<file path="src/design/piq_pkg.sv">
// Shared types and widths for the point-in-quadrilateral test.
`default_nettype none
package piq_pkg;

  localparam int COORD_W = 16;
  localparam int DIFF_W  = COORD_W + 1;
  localparam int PROD_W  = 2 * DIFF_W;
  localparam int NUM_EDGES = 4;

  typedef logic signed [COORD_W-1:0] coord_t;
  typedef logic signed [DIFF_W-1:0]  diff_t;
  typedef logic signed [PROD_W-1:0]  prod_t;

endpackage
`default_nettype wire

</file>
<file path="src/design/piq_edge_unit.sv">
// Three-stage crossing test for one edge of the quadrilateral.
`default_nettype none
module piq_edge_unit (
  input  wire logic            clk,
  input  wire piq_pkg::coord_t xi,
  input  wire piq_pkg::coord_t yi,
  input  wire piq_pkg::coord_t xj,
  input  wire piq_pkg::coord_t yj,
  input  wire piq_pkg::coord_t sx,
  input  wire piq_pkg::coord_t sy,
  output logic                 toggle
);

  // stage 1: differences and straddle
  piq_pkg::diff_t dy_r, ex_r, ey_r, ox_r;
  piq_pkg::diff_t dy_nxt, ex_nxt, ey_nxt, ox_nxt;
  logic           straddle1_r, straddle1_nxt;

  // stage 2: products
  piq_pkg::prod_t p1_r, p2_r, p1_nxt, p2_nxt;
  logic           straddle2_r, dy_pos_r, dy_pos_nxt;

  // stage 3: crossing flag
  logic           toggle_r, toggle_nxt;

  always_comb begin
    dy_nxt = piq_pkg::DIFF_W'(yj) - piq_pkg::DIFF_W'(yi);
    ex_nxt = piq_pkg::DIFF_W'(xj) - piq_pkg::DIFF_W'(xi);
    ey_nxt = piq_pkg::DIFF_W'(sy) - piq_pkg::DIFF_W'(yi);
    ox_nxt = piq_pkg::DIFF_W'(sx) - piq_pkg::DIFF_W'(xi);
    straddle1_nxt = (yi > sy) != (yj > sy);
  end

  always_comb begin
    p1_nxt = piq_pkg::PROD_W'(ox_r) * piq_pkg::PROD_W'(dy_r);
    p2_nxt = piq_pkg::PROD_W'(ex_r) * piq_pkg::PROD_W'(ey_r);
    dy_pos_nxt = ~dy_r[piq_pkg::DIFF_W-1];
  end

  // ox < ex*ey/dy, multiplied through by dy; flip the compare for negative dy
  always_comb begin
    if (dy_pos_r) begin
      toggle_nxt = straddle2_r && (p1_r < p2_r);
    end else begin
      toggle_nxt = straddle2_r && (p2_r < p1_r);
    end
  end

  always_ff @(posedge clk) begin
    dy_r        <= dy_nxt;
    ex_r        <= ex_nxt;
    ey_r        <= ey_nxt;
    ox_r        <= ox_nxt;
    straddle1_r <= straddle1_nxt;
    p1_r        <= p1_nxt;
    p2_r        <= p2_nxt;
    dy_pos_r    <= dy_pos_nxt;
    straddle2_r <= straddle1_r;
    toggle_r    <= toggle_nxt;
  end

  assign toggle = toggle_r;

endmodule
`default_nettype wire

</file>
<file path="config.mk">
export PLATFORM = sky130hd
export DESIGN_NAME = piq_edge_unit
export DESIGN_NICKNAME = d
export VERILOG_FILES = /design/src/design/piq_pkg.sv /design/src/design/piq_edge_unit.sv
export SDC_FILE = /design/constraint.sdc
export NUM_CORES = 2
export LEC_CHECK = 0
export BUFFER_PORTS_ARGS = -buffer_cell sky130_fd_sc_hd__buf_2
export CELL_PAD_IN_SITES_DETAIL_PLACEMENT = 1
export CELL_PAD_IN_SITES_GLOBAL_PLACEMENT = 1
export CORE_UTILIZATION = 45
export DETAILED_ROUTE_END_ITERATION = 7
export GPL_ROUTABILITY_DRIVEN = 0
export GPL_TIMING_DRIVEN = 0
export PLACE_DENSITY_LB_ADDON = 0.1
export REMOVE_ABC_BUFFERS = 1
export SYNTH_ARGS = -nofsm -noshare
export SYNTH_HDL_FRONTEND = slang
export SYNTH_SLANG_ARGS = --single-unit
</file>
<file path="constraint.sdc">
create_clock -name clk -period 18.3 [get_ports clk]
set_input_delay 4.575 -clock clk [delete_from_list [all_inputs] [get_ports clk]]
set_output_delay 4.575 -clock clk [all_outputs]
set_load 0.03 [all_outputs]
</file>
Word level (Yosys, flattened, before mapping):

Cells that the tools add are included.

* output and inout port bits: 1
* bits in registers: 140
* input port bits: 97
* logic and storage cells: 25

* mux-type cells: 1
* $add $sub $neg: 4
* $lt $le $gt $ge: 4
* equality and inequality tests: 1
* bitwise gates (word level): 1
* reductions and logical operators: 2
* multipliers: 2

Operators with widths (number)
* $lt 34x34->1: 2
* $mul 17x17->34: 2
* $sub 16x16->17: 4
* $gt 16x16->1: 2
* $logic_and 1x1->1: 2
* $mux 1: 1
* $ne 1x1->1: 1
* $not 1->1: 1

Longest topological paths before layout:

* depth in word-level cells: 3
* gate-level depth with buffers: 25
* gate-level depth less buffers: 23

Worst setup path after synthesis:

No wires, ideal clock.

* path type: input to register
* start point: input port yj[0]
* end point: register dy_r[16]
* setup slack: 11381 ps
* data required time: 18184 ps
* setup time: 116 ps
* data arrival time: 6803 ps
* buffers on the path: 0
* cell stages on the path: 12
* cells stage by stage: inv_1 ha_1 fa_1 nor2b_1 o21ai_0 a21boi_0 o21ai_0 a21oi_1 a211oi_1 nor4b_1 o21ai_0 a31o_2

* longest elaborated chain between the ends: 1

Ends and longest elaborated chain
* start, declared: RTL line piq_edge_unit.sv:8 `input wire piq_pkg::coord_t yj,`
* $sub 16x16->17: RTL line piq_edge_unit.sv:27 `dy_nxt = piq_pkg::DIFF_W'(yj) - piq_pkg::DIFF_W'(yi);`
* named net dy_nxt[16]: RTL line piq_edge_unit.sv:16 `piq_pkg::diff_t dy_nxt, ex_nxt, ey_nxt, ox_nxt;`
* end signal, assigned: RTL line piq_edge_unit.sv:50 `dy_r <= dy_nxt;`
* end, declared: RTL line piq_edge_unit.sv:15 `piq_pkg::diff_t dy_r, ex_r, ey_r, ox_r;`

The timed path passes the listed nets, and every way through them passes these cells.

Worst setup path after layout:

* start point: input port xi[2]
* end point: register ex_r[14]

* longest elaborated chain between the ends: 1

Ends and longest elaborated chain
* start, declared: RTL line piq_edge_unit.sv:5 `input wire piq_pkg::coord_t xi,`
* $sub 16x16->17: RTL line piq_edge_unit.sv:28 `ex_nxt = piq_pkg::DIFF_W'(xj) - piq_pkg::DIFF_W'(xi);`
* named net ex_nxt[14]: RTL line piq_edge_unit.sv:16
* end signal, assigned: RTL line piq_edge_unit.sv:51 `ex_r <= ex_nxt;`
* end, declared: RTL line piq_edge_unit.sv:15

The timed path passes the listed nets, and every way through them passes these cells.

==> reports/metrics.yaml <==
min_from: "straddle1_r$_DFF_P_"
hold_buffers: 0
setup_ws_ns: 10.51
setup_violations: 0
dieArea_um2: 64600
htreeDepth: 4
r2r-start: "ey_r[8]$_DFF_P_"
regToRegSetupSlack_ns: 10.74
syn_area_um2: 28600
ys_ff_latch: 140
path_cells: "buf_2 -> inv_1 -> ha_1 -> nor2b_1 -> o21ai_0 -> a21boi_0 -> o211ai_1 -> a21oi_1 -> a2111oi_0 -> nor3_1 -> a2111oi_0 -> nor3_1"
status: "complete, no violations"
yosysWarnings: 0
cts_max_path_buffers: 2
track_usage_pct: 25.3
met2_length_um: 38200
drt_iter0_markers: 885
dr.pass1.iters: 5
final_common_cell: "inv_1"
synthCells: 3079
start_util_pct: 45.4
finalSetupTns_ns: 0
final_antenna_net_count: 0
min_to: "straddle2_r$_DFF_P_"
max_slew_margin_pct: 21.9
cts_tree: "done"
mostFrequentLayoutCells: "inv_1, fa_1, nand2_1"
wl_um: 76600
drv_slew: 0
holdPathStages: 0
syn2layout_area_growth_pct: 6.42
highest_layer: "met5"
critPathBufInv: 2
portBuffers: 97
synth_edf_count: 0
grt_setup_unrepaired: "false"
grt_pass1_wl_um: 125000
pre_cts_ws_ns: 10.21
num_rows: 92
layout-drive-gt1-share_pct: 5.01
wl_per_cell_um: 19.2
ctsResizeCount: 0
layout.nets: 4096
cts_root_buffer: "clkbuf_16"
critPathLaunchType: "primary input"
postCtsSetupBuffers: 0
wl_met3_um: 2890
vias: 20600
wirelength_met1_um: 34000
grt_pass1_vias: 23500
avgSynthCellArea_um2: 9.29
crit_path_max_incr_delay_ns: 0.76
cp.arrival_ns: 8.10
finalCriticalPeriod_ns: 7.79
core_um2: 63000
antenna_found_initial: 15
drv_cap: 0
hp-class: "flop to flop"
die_y_um: 254
ys.flop_type: "dfxtp_1"
path_delay_family: "compound AO/OA/AOI/OAI gates"
synth-async-reset-ratio_pct: 0
io_pins: 98
fmax_mhz: 128
end_kind: "flop"
avgViaCountPerCell: 5.17
drc: 0
cp_max_fo: 3
fp.dieW_um: 254
critical_path_class: "primary input to flop"
clk_latency_ns: 0.44
crit_required_ns: 18.61
worst_pin_slew_ns: 1.17
r2r_end: "p2_r[33]$_DFF_P_"
grt-ovfl-total: 0
cts-buffers-inserted: 17
critical_path_depth: 12
grt_max_degree: 18
clk_transition_reported_paths_ns: 0.07
fin_crit_sh_pct: 42.6
cts.sinks: 140
dpl.hpwl_um: 63800
clock_skew_ns: 0.0140
final_hold_viol_count: 0
ys_seq_area_share_pct: 9.79
reg2reg_depth: 21
cpMaxStageDelayCell: "o21ai_0"
synth_cell_types: 75
-- cell families after synthesis --
group | share of synthesized area [%]
buffers and inverters | 10.4
adders and majority gates | 54.2
muxes | 0.144
DFF | 9.79
and+or+nand+nor | 15.0
xor gates and xnor gates | 3.52
AOI/OAI and AO/OA | 7.04
-- state kept, by name, summed over array words and instances (netlist names) --
name and cells:
toggle 1, straddle2_r 1, ex_r 17, dy_pos_r 1
ey_r 17, p2_r 34, ox_r 17, straddle1_r 1
p1_r 34, dy_r 17
-- through the flow --
stage / area (µm²) / hold slack (ns) / cells / util, %
3_3_place_gp: 29900 / 0.314 / 3945 / 47.4
5_1_grt: 30400 / 0.344 / 3977 / 48.3
3_5_place_dp: 29900 / 0.316 / 3945 / 47.4
4_1_cts: 30400 / 0.331 / 3977 / 48.3
2_1_floorplan: 28300 / 0.310 / 3002 / -
6_report: 30500 / 0.330 / 3983 / 48.4
-- cells in the mapped netlist, types with 3 or more instances --
cell type    n  share of area [%]
nor2_1     104                1.4
a211o_1      7               0.21
dfxtp_1    140                9.8
ha_1       285                 12
clkbuf_1    73               0.96
o21ai_0     61                1.1
nor4_1       5               0.11
fa_1       596                 42
nand4_1     18               0.39
or4_1        3              0.079
xnor2_1     95                2.9
nor3_1      22               0.38
nor2b_1     15               0.33
nand3b_1     3              0.079
a311oi_1     3              0.092
a221oi_1     3              0.092
o21bai_1    11               0.29
o21a_1      27               0.71
o21ai_2      3              0.092
a21o_1      33               0.87
mux2i_1      3               0.10
a21boi_0     8               0.21
nand2b_1    15               0.33
a21oi_1     84                1.5
and3_1      14               0.31
a2111oi_0    6               0.18
nor3b_1      3              0.079
and2_1     297                6.5
o211ai_1     5               0.13
o22ai_1      3              0.066
xor2_1      20               0.61
or3_1       11               0.24
a31o_2       3              0.092
nand2_1    310                4.1
a211oi_1    14               0.37
inv_1      710                9.3
nand3_1     16               0.28
-- how the worst max path moves through the flow --
stage,startpoint,endpoint,slack (ns)
2_1_floorplan,yj[0],dy_r[16]$_DFF_P_,11.38
3_3_place_gp,xi[1],ox_r[15]$_DFF_P_,10.24
3_5_place_dp,xi[1],ox_r[15]$_DFF_P_,10.21
4_1_cts,xj[0],ex_r[14]$_DFF_P_,10.62
5_1_grt,xi[2],ex_r[14]$_DFF_P_,10.29
6_report,xi[2],ex_r[14]$_DFF_P_,10.51
-- per-layer routing --
layer,GRT usage [%],vias up
met5,0,-
met4,5.11,16
met3,3.66,78
met2,44.1,302
met1,33.5,10800
li1,-,9420
-- final cells by class --
class | count | area (µm²)
clock buffer | 19 | 453
tap | 846 | 1060
antenna | 6 | 15.0
timing repair buffer | 97 | 485
clock inverter | 13 | 131
fill | 7353 | 32500
inverter | 710 | 2670
multi-input combinational | 2152 | 22800
sequential | 140 | 2800
Power is not shown: default switching activity piles up to over one toggle a cycle in this logic, so the estimate is an artifact.
